`config.mk`:
```
export PLATFORM = sky130hd
export DESIGN_NAME = timer_queue_with_cancel_flat
export DESIGN_NICKNAME = d
export VERILOG_FILES = /design/src/tqc_pkg.sv /design/src/tqc_stream_if.sv /design/src/timer_queue_with_cancel.sv /design/src/tqc_slot_mem.sv /design/src/flat_wrapper.sv
export SDC_FILE = /design/constraint.sdc
export NUM_CORES = 2
export LEC_CHECK = 0
export ABC_AREA = 0
export BUFFER_PORTS_ARGS = -buffer_cell sky130_fd_sc_hd__buf_2
export CAP_MARGIN = 25
export CORE_UTILIZATION = 30
export DETAILED_ROUTE_END_ITERATION = 10
export GPL_ROUTABILITY_DRIVEN = 0
export GPL_TIMING_DRIVEN = 1
export PLACE_DENSITY = 0.43
export SYNTH_ARGS = -nofsm -noshare
export SYNTH_HDL_FRONTEND = slang
export SYNTH_SLANG_ARGS = --single-unit
```
`constraint.sdc`:
```
create_clock -name i_clk -period 9.7 [get_ports i_clk]
set_input_delay 1.94 -clock i_clk [delete_from_list [all_inputs] [get_ports i_clk]]
set_output_delay 1.94 -clock i_clk [all_outputs]
set_load 0.05 [all_outputs]
```
`src/tqc_pkg.sv`:
```
// Shared types, codes and field widths for the timer queue with cancel.
// No dependencies; imported by the top level, the slot store and the testbench.
package tqc_pkg;

    localparam int TIME_W  = 48;
    localparam int ID_W    = 32;
    localparam int DELAY_W = 32;
    localparam int COUNT_W = 7;

    typedef enum logic [1:0] {
        CMD_ADD        = 2'd0,
        CMD_CANCEL     = 2'd1,
        CMD_CANCEL_ALL = 2'd2,
        CMD_TICK       = 2'd3
    } t_cmd_code;

    typedef enum logic [1:0] {
        KIND_ADD_ACK        = 2'd0,
        KIND_CANCEL_ACK     = 2'd1,
        KIND_CANCEL_ALL_ACK = 2'd2,
        KIND_EXPIRY         = 2'd3
    } t_kind;

    typedef enum logic [2:0] {
        S_IDLE,
        S_ADD_SCAN,
        S_CANCEL_SCAN,
        S_CALL_SCAN,
        S_TICK_SCAN,
        S_TICK_NEXT,
        S_RESP
    } t_state;

    typedef struct packed {
        t_cmd_code          command;
        logic [DELAY_W-1:0] delay;
        logic [ID_W-1:0]    target_id;
    } t_cmd;

    typedef struct packed {
        t_kind              kind;
        logic [ID_W-1:0]    timer_id;
        logic               was_cancelled;
        logic               status;
        logic [COUNT_W-1:0] count;
        logic               last;
    } t_res;

    typedef struct packed {
        logic [TIME_W-1:0] deadline;
        logic [ID_W-1:0]   id;
    } t_slot;

endpackage

```
`src/tqc_stream_if.sv`:
```
// Valid/ready channel carrying one payload beat of type T.
// Used for the command and result channels; no package dependency.
interface tqc_stream_if #(
    parameter type T = logic
) ();
    logic valid;
    logic ready;
    T     payload;

    modport source (output valid, output payload, input ready);
    modport sink   (input valid, input payload, output ready);
endinterface

```
`src/timer_queue_with_cancel.sv`:
```
// Timer queue with cancel: top level, command sequencer and slot scan.
// Depends on tqc_pkg, tqc_stream_if and tqc_slot_mem.
//
//  channel  dir  beat     payload
//  i_cmd    in   command  command, delay, target_id
//  o_res    out  result   kind, timer_id, was_cancelled, status, count, last
//
// N = TIMER_SLOTS. Every command scans the slots one per cycle, after it is accepted in idle.
// Add stops at the first free slot and cancel at the first match; cancel all scans every slot.
// Tick: one scan pass per expired timer plus one, then the last expiry
// beat is handed off when any timer fired.
// One result register on the output; the sequencer holds its next result while it is full.
// Synchronous active-low reset clears all valid and cancel flags; no command beat in reset.
module timer_queue_with_cancel
    import tqc_pkg::*;
#(
    parameter int TIMER_SLOTS = 16
) (
    input  logic         i_clk,
    input  logic         i_rst_n,
    tqc_stream_if.sink   i_cmd,
    tqc_stream_if.source o_res
);

    localparam int SLOT_W = $clog2(TIMER_SLOTS);
    localparam int CNT_W  = $clog2(TIMER_SLOTS + 1);
    localparam logic [CNT_W-1:0] N_CNT = CNT_W'(TIMER_SLOTS);

    t_state                 r_state, n_state;
    t_cmd                   r_cmd;
    logic [CNT_W-1:0]       r_idx;
    logic [CNT_W-1:0]       r_count;
    logic                   r_rd_vld;
    logic [SLOT_W-1:0]      r_rd_slot;
    logic [TIMER_SLOTS-1:0] r_valid;
    logic [TIMER_SLOTS-1:0] r_canc;
    logic [TIME_W-1:0]      r_time;
    logic [ID_W-1:0]        r_next_id;
    logic                   r_best_found;
    logic [SLOT_W-1:0]      r_best_slot;
    logic                   r_best_canc;
    logic [TIME_W-1:0]      r_best_dl;
    logic [ID_W-1:0]        r_best_id;
    t_res                   r_pend;
    logic                   r_pend_vld;
    t_res                   r_out;
    logic                   r_out_vld;

    t_slot                  w_rd;
    t_slot                  w_wdata;
    logic [SLOT_W-1:0]      w_idx;
    logic                   w_scan_more;
    logic                   w_pass_end;
    logic                   w_out_free;
    logic                   w_add_free;
    logic                   w_hit;
    logic                   w_cand_exp;
    logic                   w_better;
    logic [ID_W-1:0]        w_id_inc;
    logic [TIME_W:0]        w_dl_sum;
    logic                   w_mem_rd;
    logic                   w_mem_we;
    logic                   w_load_out;
    logic                   w_cmd_ready;

    function automatic t_res make_res(t_kind kind, logic [ID_W-1:0] id, logic canc,
                                      logic status, logic [COUNT_W-1:0] count,
                                      logic last);
        t_res r;
        r.kind          = kind;
        r.timer_id      = id;
        r.was_cancelled = canc;
        r.status        = status;
        r.count         = count;
        r.last          = last;
        return r;
    endfunction

    // candidate fires before current best
    function automatic logic fires_before(logic ca, logic [TIME_W-1:0] da,
                                          logic [ID_W-1:0] ia, logic cb,
                                          logic [TIME_W-1:0] db, logic [ID_W-1:0] ib);
        logic res;
        if (ca != cb) begin
            res = ca;
        end else if (!ca && da != db) begin
            res = da < db;
        end else begin
            res = ia < ib;
        end
        return res;
    endfunction

    tqc_slot_mem #(
        .DEPTH (TIMER_SLOTS)
    ) u_slot_mem (
        .i_clk   (i_clk),
        .i_we    (w_mem_we),
        .i_waddr (w_idx),
        .i_wdata (w_wdata),
        .i_re    (w_mem_rd),
        .i_raddr (w_idx),
        .o_rdata (w_rd)
    );

    assign w_idx       = r_idx[SLOT_W-1:0];
    assign w_scan_more = r_idx != N_CNT;
    assign w_pass_end  = !w_scan_more && !r_rd_vld;
    assign w_out_free  = !r_out_vld || o_res.ready;
    assign w_add_free  = w_scan_more && !r_valid[w_idx];
    assign w_hit       = r_rd_vld && r_valid[r_rd_slot] && !r_canc[r_rd_slot]
                         && (w_rd.id == r_cmd.target_id);
    assign w_cand_exp  = r_rd_vld && r_valid[r_rd_slot]
                         && (r_canc[r_rd_slot] || w_rd.deadline <= r_time);
    assign w_better    = !r_best_found
                         || fires_before(r_canc[r_rd_slot], w_rd.deadline, w_rd.id,
                                         r_best_canc, r_best_dl, r_best_id);
    assign w_id_inc    = (r_next_id + ID_W'(1) == '0) ? ID_W'(1) : r_next_id + ID_W'(1);
    assign w_dl_sum    = {1'b0, r_time} + (TIME_W + 1)'(r_cmd.delay);
    assign w_wdata.deadline = w_dl_sum[TIME_W] ? {TIME_W{1'b1}} : w_dl_sum[TIME_W-1:0];
    assign w_wdata.id       = w_id_inc;

    always_comb begin
        n_state = r_state;
        unique case (r_state)
            S_IDLE: begin
                if (i_cmd.valid) begin
                    unique case (i_cmd.payload.command)
                        CMD_ADD:        n_state = S_ADD_SCAN;
                        CMD_CANCEL:     n_state = S_CANCEL_SCAN;
                        CMD_CANCEL_ALL: n_state = S_CALL_SCAN;
                        CMD_TICK:       n_state = S_TICK_SCAN;
                        default:        n_state = S_IDLE;
                    endcase
                end
            end
            S_ADD_SCAN: begin
                if (!w_scan_more || w_add_free) begin
                    n_state = S_RESP;
                end
            end
            S_CANCEL_SCAN: begin
                if (w_hit || w_pass_end) begin
                    n_state = S_RESP;
                end
            end
            S_CALL_SCAN: begin
                if (!w_scan_more) begin
                    n_state = S_RESP;
                end
            end
            S_TICK_SCAN: begin
                if (w_pass_end) begin
                    n_state = S_TICK_NEXT;
                end
            end
            S_TICK_NEXT: begin
                if (r_best_found) begin
                    if (!r_pend_vld || w_out_free) begin
                        n_state = S_TICK_SCAN;
                    end
                end else if (r_pend_vld) begin
                    n_state = S_RESP;
                end else begin
                    n_state = S_IDLE;
                end
            end
            S_RESP: begin
                if (w_out_free) begin
                    n_state = S_IDLE;
                end
            end
            default: n_state = S_IDLE;
        endcase
    end

    always_comb begin
        w_cmd_ready = 1'b0;
        w_mem_rd    = 1'b0;
        w_mem_we    = 1'b0;
        w_load_out  = 1'b0;
        unique case (r_state)
            S_IDLE:        w_cmd_ready = 1'b1;
            S_ADD_SCAN:    w_mem_we    = w_add_free;
            S_CANCEL_SCAN: w_mem_rd    = w_scan_more;
            S_CALL_SCAN:   w_mem_rd    = 1'b0;
            S_TICK_SCAN:   w_mem_rd    = w_scan_more;
            S_TICK_NEXT:   w_load_out  = r_best_found && r_pend_vld && w_out_free;
            S_RESP:        w_load_out  = w_out_free;
            default:       w_cmd_ready = 1'b0;
        endcase
    end

    assign i_cmd.ready   = w_cmd_ready && i_rst_n;
    assign o_res.valid   = r_out_vld;
    assign o_res.payload = r_out;

    always_ff @(posedge i_clk) begin
        if (w_load_out) begin
            r_out <= r_pend;
        end
        r_rd_slot <= w_idx;
    end

    always_ff @(posedge i_clk) begin
        if (!i_rst_n) begin
            r_state      <= S_IDLE;
            r_valid      <= '0;
            r_canc       <= '0;
            r_time       <= '0;
            r_next_id    <= '0;
            r_out_vld    <= 1'b0;
            r_pend_vld   <= 1'b0;
            r_rd_vld     <= 1'b0;
            r_best_found <= 1'b0;
            r_idx        <= '0;
            r_count      <= '0;
        end else begin
            r_state  <= n_state;
            r_rd_vld <= w_mem_rd;
            if (w_load_out) begin
                r_out_vld <= 1'b1;
            end else if (o_res.ready) begin
                r_out_vld <= 1'b0;
            end
            unique case (r_state)
                S_IDLE: begin
                    if (i_cmd.valid) begin
                        r_cmd        <= i_cmd.payload;
                        r_idx        <= '0;
                        r_count      <= '0;
                        r_best_found <= 1'b0;
                        if (i_cmd.payload.command == CMD_TICK && r_time != '1) begin
                            r_time <= r_time + TIME_W'(1);
                        end
                    end
                end
                S_ADD_SCAN: begin
                    if (w_scan_more) begin
                        if (w_add_free) begin
                            r_valid[w_idx] <= 1'b1;
                            r_canc[w_idx]  <= 1'b0;
                            r_next_id      <= w_id_inc;
                            r_pend     <= make_res(KIND_ADD_ACK, w_id_inc, 1'b0, 1'b0,
                                                   '0, 1'b1);
                            r_pend_vld <= 1'b1;
                        end else begin
                            r_idx <= r_idx + CNT_W'(1);
                        end
                    end else begin
                        r_pend     <= make_res(KIND_ADD_ACK, '0, 1'b0, 1'b1, '0, 1'b1);
                        r_pend_vld <= 1'b1;
                    end
                end
                S_CANCEL_SCAN: begin
                    if (w_scan_more) begin
                        r_idx <= r_idx + CNT_W'(1);
                    end
                    if (w_hit) begin
                        r_canc[r_rd_slot] <= 1'b1;
                        r_pend     <= make_res(KIND_CANCEL_ACK, '0, 1'b0, 1'b1, '0, 1'b1);
                        r_pend_vld <= 1'b1;
                    end else if (w_pass_end) begin
                        r_pend     <= make_res(KIND_CANCEL_ACK, '0, 1'b0, 1'b0, '0, 1'b1);
                        r_pend_vld <= 1'b1;
                    end
                end
                S_CALL_SCAN: begin
                    if (w_scan_more) begin
                        if (r_valid[w_idx]) begin
                            r_canc[w_idx] <= 1'b1;
                            r_count       <= r_count + CNT_W'(1);
                        end
                        r_idx <= r_idx + CNT_W'(1);
                    end else begin
                        r_pend     <= make_res(KIND_CANCEL_ALL_ACK, '0, 1'b0, 1'b0,
                                               COUNT_W'(r_count), 1'b1);
                        r_pend_vld <= 1'b1;
                    end
                end
                S_TICK_SCAN: begin
                    if (w_scan_more) begin
                        r_idx <= r_idx + CNT_W'(1);
                    end
                    if (w_cand_exp && w_better) begin
                        r_best_found <= 1'b1;
                        r_best_slot  <= r_rd_slot;
                        r_best_canc  <= r_canc[r_rd_slot];
                        r_best_dl    <= w_rd.deadline;
                        r_best_id    <= w_rd.id;
                    end
                end
                S_TICK_NEXT: begin
                    if (r_best_found) begin
                        if (!r_pend_vld || w_out_free) begin
                            r_valid[r_best_slot] <= 1'b0;
                            r_canc[r_best_slot]  <= 1'b0;
                            r_pend       <= make_res(KIND_EXPIRY, r_best_id, r_best_canc,
                                                     1'b0, '0, 1'b0);
                            r_pend_vld   <= 1'b1;
                            r_idx        <= '0;
                            r_best_found <= 1'b0;
                        end
                    end else if (r_pend_vld) begin
                        r_pend.last <= 1'b1;
                    end
                end
                S_RESP: begin
                    if (w_out_free) begin
                        r_pend_vld <= 1'b0;
                    end
                end
                default: r_pend_vld <= 1'b0;
            endcase
        end
    end

    a_ack_last: assert property (@(posedge i_clk) disable iff (!i_rst_n)
        r_out_vld && r_out.kind != KIND_EXPIRY |-> r_out.last)
        else $error("acknowledge beat without last");

    a_idle_no_pend: assert property (@(posedge i_clk) disable iff (!i_rst_n)
        r_state == S_IDLE |-> !r_pend_vld)
        else $error("pending result left behind in idle");

    a_canc_subset: assert property (@(posedge i_clk) disable iff (!i_rst_n)
        (r_canc & ~r_valid) == '0)
        else $error("cancel flag on an empty slot");

    a_id_nonzero: assert property (@(posedge i_clk) disable iff (!i_rst_n)
        w_mem_we |=> r_next_id != '0)
        else $error("zero timer id issued");

endmodule

```
`src/tqc_slot_mem.sv`:
```
// Slot store: deadline and id per timer slot, one write and one read port,
// registered read data. Depends on tqc_pkg.
module tqc_slot_mem
    import tqc_pkg::*;
#(
    parameter int DEPTH = 16
) (
    input  logic                       i_clk,
    input  logic                       i_we,
    input  logic [$clog2(DEPTH)-1:0]   i_waddr,
    input  t_slot                      i_wdata,
    input  logic                       i_re,
    input  logic [$clog2(DEPTH)-1:0]   i_raddr,
    output t_slot                      o_rdata
);

    t_slot r_mem [DEPTH];
    t_slot r_rdata;

    always_ff @(posedge i_clk) begin
        if (i_we) begin
            r_mem[i_waddr] <= i_wdata;
        end
    end

    always_ff @(posedge i_clk) begin
        if (i_re) begin
            r_rdata <= r_mem[i_raddr];
        end
    end

    assign o_rdata = r_rdata;

endmodule

```
`src/flat_wrapper.sv`:
```
// flat-port wrapper written by rule: the top's interface ports become plain ports
module timer_queue_with_cancel_flat import tqc_pkg::*;
#(
    parameter int TIMER_SLOTS = 16
)
  (i_clk, i_rst_n, i_cmd_valid, i_cmd_payload, i_cmd_ready, o_res_valid, o_res_payload, o_res_ready);
  tqc_stream_if #(.T(t_cmd)) i_cmd_i ();
  tqc_stream_if #(.T(t_res)) o_res_i ();
  input  logic i_clk;
  input  logic i_rst_n;
  input wire logic [$bits(i_cmd_i.valid)-1:0] i_cmd_valid;
  input wire logic [$bits(i_cmd_i.payload)-1:0] i_cmd_payload;
  output wire logic [$bits(i_cmd_i.ready)-1:0] i_cmd_ready;
  output wire logic [$bits(o_res_i.valid)-1:0] o_res_valid;
  output wire logic [$bits(o_res_i.payload)-1:0] o_res_payload;
  input wire logic [$bits(o_res_i.ready)-1:0] o_res_ready;
  assign i_cmd_i.valid = i_cmd_valid;
  assign i_cmd_i.payload = i_cmd_payload;
  assign i_cmd_ready = i_cmd_i.ready;
  assign o_res_valid = o_res_i.valid;
  assign o_res_payload = o_res_i.payload;
  assign o_res_i.ready = o_res_ready;
  timer_queue_with_cancel #(.TIMER_SLOTS(TIMER_SLOTS)) u_core (.i_clk(i_clk), .i_rst_n(i_rst_n), .i_cmd(i_cmd_i), .o_res(o_res_i));
endmodule
```
Word-level counts from Yosys, hierarchy flattened
Memory sizes are Yosys's and may differ from the RTL's. A register that Yosys moved wholly into a read port is not among the register bits.
Index checks and enable logic that the tools add are counted.
{ "totals": {"input_bits": 70, "ram_bits": 1280, "ff_bits": 370, "out_inout_bits": 46, "mem_count": 1, "elab_cells": 223} }
{ "memory_table": {"columns": ["name", "words", "word_bits", "rd", "rd_ports_with_merged_regs", "write_ports", "line_no", "text"], "rows": [
  ["u_core.u_slot_mem.r_mem", 16, 80, 1, 1, 1, "tqc_slot_mem.sv:17", "t_slot r_mem [DEPTH];"]
]} }
{ "classes": {"n_reduce_logical": 53, "n_lt_le_gt_ge": 9, "eq_ne": 34, "n_addsub": 5, "mux": 82, "n_bitwise": 9} }
{ "op_table": {"columns": ["operator", "count"], "rows": [
  ["two-way mux 44 bit", 6],
  ["two-way mux 16 bit", 11],
  ["case mux 44 bit (4 select lines)", 1],
  ["case mux 16 bit (4 select lines)", 1],
  ["adder 48 x 32 -> 49 bit", 1],
  ["adder 48 x 1 -> 48 bit, second input constant", 1],
  ["bitwise AND 16 bit", 3],
  ["<= comparator 48 bit", 1],
  ["< comparator 48 bit", 1],
  ["two-way mux 48 bit", 1],
  ["inequality test 48 bit", 1],
  ["inequality test 48 bit, second input constant", 1],
  ["bitwise OR 16 bit", 3],
  ["two-way mux 43 bit", 1],
  ["two-way mux 5 bit", 8],
  ["AND reduction 7 bit", 5],
  ["adder 32 x 1 -> 32 bit, second input constant", 1],
  ["equality test 32 bit", 1],
  ["logical NOT 32 bit", 1],
  ["< comparator 32 bit", 1],
  ["two-way mux 32 bit", 1],
  ["inverter 16 bit", 2],
  ["case mux 16 bit (2 select lines)", 1],
  ["two-way mux 1 bit", 29],
  ["39 further kinds", 109]
]} }

Depth between registers and ports, before layout
{ "logic_depth": {"word_depth": 10, "depth_mapped": 14, "mapped_depth_nobuf": 11} }

Cells and area by module
From an unflattened synthesis, not the netlist that was laid out.
{ "hier_totals": {"cells_unflattened": 4137, "area_unflattened_um2": 70913.0} }
{ "modules_own_cells": {"columns": ["mod", "seq_area_each_um2", "instances", "area_each_um2", "cells_each"], "rows": [
  ["tqc_slot_mem", 40839.2, 1, 50223.2, 2054],
  ["timer_queue_with_cancel", 9659.3, 1, 20689.8, 2083]
]} }

Worst setup path after synthesis
OpenSTA, ideal clock, no wires.
{ "synth_timing": {"path_kind": "flip-flop to flip-flop", "from": "register u_core.u_slot_mem.o_rdata[25] (netlist name)", "to": "register u_core.r_best_canc (enable)", "period_less_slack_ns": 9.426, "path_slack_ns": 0.274, "n_path_buf": 0, "setup_time_ns": 0.680, "arrival_time_ns": 8.746, "stages_incl_launch_ff": 10, "t_required_ns": 9.020, "cell_sequence": "edfxtp_1 ha_1 a21o_1 a21o_1 a21oi_1 o22ai_1 a2111oi_0 nand3_1 a31o_2 a311oi_1"} }
{ "synth_via": {"elab_chain_cells": 6} }
{ "synth_lines": {"columns": ["element", "line_no", "text"], "rows": [
  ["< comparator 32 bit", "timer_queue_with_cancel.sv:89", "res = ia < ib;"],
  ["two-way mux 1 bit", "timer_queue_with_cancel.sv:86", "end else if (!ca && da != db) begin"],
  ["two-way mux 1 bit", "timer_queue_with_cancel.sv:84", "if (ca != cb) begin"],
  ["logical OR 1 bit", "timer_queue_with_cancel.sv:116", "|| fires_before(r_canc[r_rd_slot], w_rd.deadline, w_rd.id,"],
  ["logical AND 1 bit", "timer_queue_with_cancel.sv:285", "if (w_cand_exp && w_better) begin"],
  ["AND reduction 3 bit (no line)", null, null],
  ["end signal: assignment", "timer_queue_with_cancel.sv:288", "r_best_canc <= r_canc[r_rd_slot];"],
  ["end: declaration", "timer_queue_with_cancel.sv:41", "logic r_best_canc;"]
]} }
Every way passes these cells.
A chain may end at the register's enable or synchronous reset.

Worst setup path after layout
{ "layout_timing": {"from": "register u_core.r_idx[0]", "to": "memory u_core.u_slot_mem.r_mem[4][30] in the netlist's numbering (enable)"} }
{ "layout_via": {"elab_chain_cells": 7, "elab_cells_between_ends": 8, "cone_classes": "1 x eq/ne; 5 x mux; 2 x reduce/logical"} }
{ "layout_lines": {"columns": ["element", "line_no", "text"], "rows": [
  ["start: declaration", "timer_queue_with_cancel.sv:31", "logic [CNT_W-1:0] r_idx;"],
  ["start signal: assignment", "timer_queue_with_cancel.sv:248", "r_idx <= r_idx + CNT_W'(1);"],
  ["start signal: assignment", "timer_queue_with_cancel.sv:257", "r_idx <= r_idx + CNT_W'(1);"],
  ["start signal: assignment", "timer_queue_with_cancel.sv:274", "r_idx <= r_idx + CNT_W'(1);"],
  ["binary-select mux 1 bit (select 4 bit)", "timer_queue_with_cancel.sv:110", "assign w_add_free = w_scan_more && !r_valid[w_idx];"],
  ["two-way mux 1 bit (not written as such)", "timer_queue_with_cancel.sv:110", null],
  ["logical NOT 1 bit", "timer_queue_with_cancel.sv:110", null],
  ["logical AND 1 bit", "timer_queue_with_cancel.sv:110", null],
  ["two-way mux 1 bit", "timer_queue_with_cancel.sv:182", "unique case (r_state)"],
  ["two-way mux 1 bit", "tqc_slot_mem.sv:21", "if (i_we) begin"],
  ["two-way mux 1 bit (not written as such)", "tqc_slot_mem.sv:22", "r_mem[i_waddr] <= i_wdata;"],
  ["end: declaration", "tqc_slot_mem.sv:17", null]
]} }
Parallel ways exist; a longest one is shown, timed or not. The select of a mux whose other input is x is not followed.

==> summary.txt <==
Synthesis
  • Post-Syn Instances: 4028
  • Post-synth EDFFs: 1593
  • Largest family of logic cells by synthesized area: multiplexers
  • Post-synthesis mux area share: 13.3%
  • Simple-gate share of the synthesized area: 4.95%
  • FF+latch count, synth: 1726
  • Synth Area per Inst: 17.7 sq um
  • Synth Area in XOR/XNOR: 1.92%
  • Synth Cell Area: 0.0713 sq mm
  • Primary FF master, synth: edfxtp_1
  • Compound-cell area share of the yosys netlist: 4.08%
  • Synth cell types: 81
  • Yosys warns: 0
  • FFs w/ async S/R, synth: 0%
  • Sequential fraction of the synthesis area: 70.8%
  • Synth Area in Adders: 2.99%

Run status
  • Status: finished clean

Cells and area
  • Share of cells above drive strength 1: 21.3%
  • Final nets: 4491
  • Final core area utilization: 34.7%
  • Most frequent cells in the layout: edfxtp_1, mux4_2, clkbuf_16
  • Non-Filler Instances: 7561
  • Area Growth Syn to Fin: 14.8%
  • Commonest non-fill, non-tap cell in the layout: edfxtp_1

Die
  • Row cnt: 178
  • Die width: 489 um
  • Die Y: 489 um
  • # IOs: 116
  • Core Area: 0.236 sq mm
  • Die area: 0.240 sq mm
  • Initial Utilization: 30.3%

GRT
  • Total grt overflow: 0
  • GRT Resource Usage Total: 16.6%
  • Initial antenna violation count: 8
  • Largest net degree at the start of global routing: 91
  • Vias in the first global route: 38900
  • First-pass GRT wire length: 286000 um

Routing
  • Wire per inst: 26.3 um
  • DRT iter0 DRCs: 3118
  • Routed wire length: 199000 um
  • Post-route ant nets: 0
  • Via count of the routed design: 37600
  • DRC: 0
  • Drt via density: 4.97
  • First-pass DRT Iterations: 6

Setup path
  • Crit path from: u_core.r_idx[0]
  • Reg2Reg Capture Point: u_core.u_slot_mem.r_mem[4][30]
  • Worst EP arrival: 5880 ps
  • Crit path kind: register to register
  • Worst-case reg-to-reg path depth: 9
  • R2r setup slk: 4260 ps
  • CP Launch Type: register
  • Critical-path maximum fanout: 36
  • Reg2Reg Launch Point: u_core.r_idx[0]
  • Required @ worst endpoint: 10140 ps
  • Setup crit end: u_core.u_slot_mem.r_mem[4][30]
  • Nature of the critical path endpoint: register

Clock network
  • CTS buffer count: 188
  • Clock sinks: 1726
  • CTS tree: done
  • Htree depth: 4
  • Clk buf depth: 3
  • Root Driver: clkbuf_16
  • # resized after CTS: 0
  • Clk slew on worst S/H paths: 70 ps
  • Skew-Pair Late Insertion Delay: 830 ps
  • # hold bufs at CTS: 0
  • Setup Buffers After CTS: 0

Job
  • Max_cap viols: 0

Placed design
  • Pre-CTS WS: 4090 ps
  • IO Port Bufs: 113
  • Final HPWL DP: 113000 um
  • Cell count after placement: 7205

STA
  • Slew Limit Fails: 0
  • Max-slew headroom: 21.1%
  • Fmax: 0.184 GHz
  • Final min period: 5440 ps
  • Fin Clk Skew: 31.3 ps
  • Setup WS post-layout: 4260 ps
  • Worst slew pin tran: 1170 ps
  • Hold Fails Final Rpt: 0
  • Setup violators final: 0
  • Post-route clock period utilization: 56.1%
  • RSZ-0062 raised after global routing: false
  • Total negative slack: 0 ps

Power and ir drop
  • VDD IR max: 0.189 mV
  • LEAKAGE: 26.2 nW
  • Power Density: 228 mW/mm^2

Worst hold path
  • Worst Hold Class: register to register
-- worst max-delay path: stages (launching register included) --
cell and delay (ps):
dfxtp_4 680, buf_4 590, mux4_2 570, mux2i_1 270
mux2i_4 190, nor3_2 240, buf_4 330, and3_4 840
buf_4 650, buf_4 600
-- logic make-up after synthesis --
group / count (synthesis)
xor+xnor: 156
flops: 1726
compound gates: 475
buf+inv: 356
mux: 429
other cells: 1
simple gates: 715
fa+ha+maj: 170
-- synthesized netlist by cell type, types with 43 or more instances --
cell	n	area, sq um
o21ai_0	123	616
xnor2_1	126	1100
inv_1	163	612
clkbuf_1	130	488
nand4_1	66	413
edfxtp_1	1593	47800
nand2_1	181	679
nand3_1	71	355
ha_1	169	2110
a21o_1	43	323
mux4_2	410	9230
dfxtp_1	133	2660
a21oi_1	145	726
nor2_1	182	683
-- state kept, by name, indices dropped and copies added, names as in the netlist, 4 cells and up --
signal	flops
u_core.r_next_id	32
u_core.r_rd_slot	4
u_core.r_best_slot	4
u_core.r_idx	5
u_core.r_cmd	64
u_core.r_count	5
u_core.r_best_dl	48
u_core.r_time	48
u_core.r_canc	16
u_core.u_slot_mem.o_rdata	80
u_core.r_best_id	32
u_core.r_pend	42
u_core.r_valid	16
u_core.u_slot_mem.r_mem	1280
u_core.o_res.payload	42
-- final cells by class --
cell class | instances | area [sq um]
inverter | 163 | 669
clock buffer | 269 | 5160
tap | 3150 | 3940
fill | 22500 | 154000
clock inverter | 78 | 489
sequential | 1726 | 50500
multi-input combinational | 1947 | 19500
timing repair buffer | 225 | 1530
antenna | 3 | 7.51
-- per-stage QoR --
step	hold WS (ps)	cell area (sq um)	total power, W
after floorplan	350	71300	0.0110
after global placement	404	76000	0.0121
after detailed placement	405	76100	0.0122
after CTS	399	81700	0.0189
after global routing	411	81800	0.0195
final	402	81800	0.0187
-- where the power goes --
part	switching [W]	internal, W	leakage (nW)
Combinational	0.00155	0.00116	7.72
Clock	0.00296	0.00377	2.75
Sequential	0.000431	0.00878	15.7
-- metal layers --
layer / share of wire [%] / GRT usage (%) / vias up
li1: - / - / 16500
met1: 46 / 23.2 / 19900
met2: 48 / 27.3 / 848
met3: 3.7 / 2.34 / 254
met4: 1.8 / 3.72 / 2
met5: 0.0065 / 0 / -
-- how the worst min path moves through the flow --
stage,from,endpoint,slack (ps),depth (start not counted)
floorplan,u_core.r_idx[2],u_core.r_rd_slot[2],350,0
global placement,u_core.r_pend[29],u_core.o_res.payload[29],400,0
detailed placement,u_core.r_pend[19],u_core.o_res.payload[19],400,0
CTS,u_core.r_pend[18],u_core.o_res.payload[18],400,0
global route,u_core.r_pend[18],u_core.o_res.payload[18],410,0
finish,u_core.r_pend[19],u_core.o_res.payload[19],400,0
(Power assumes the default switching activity.)
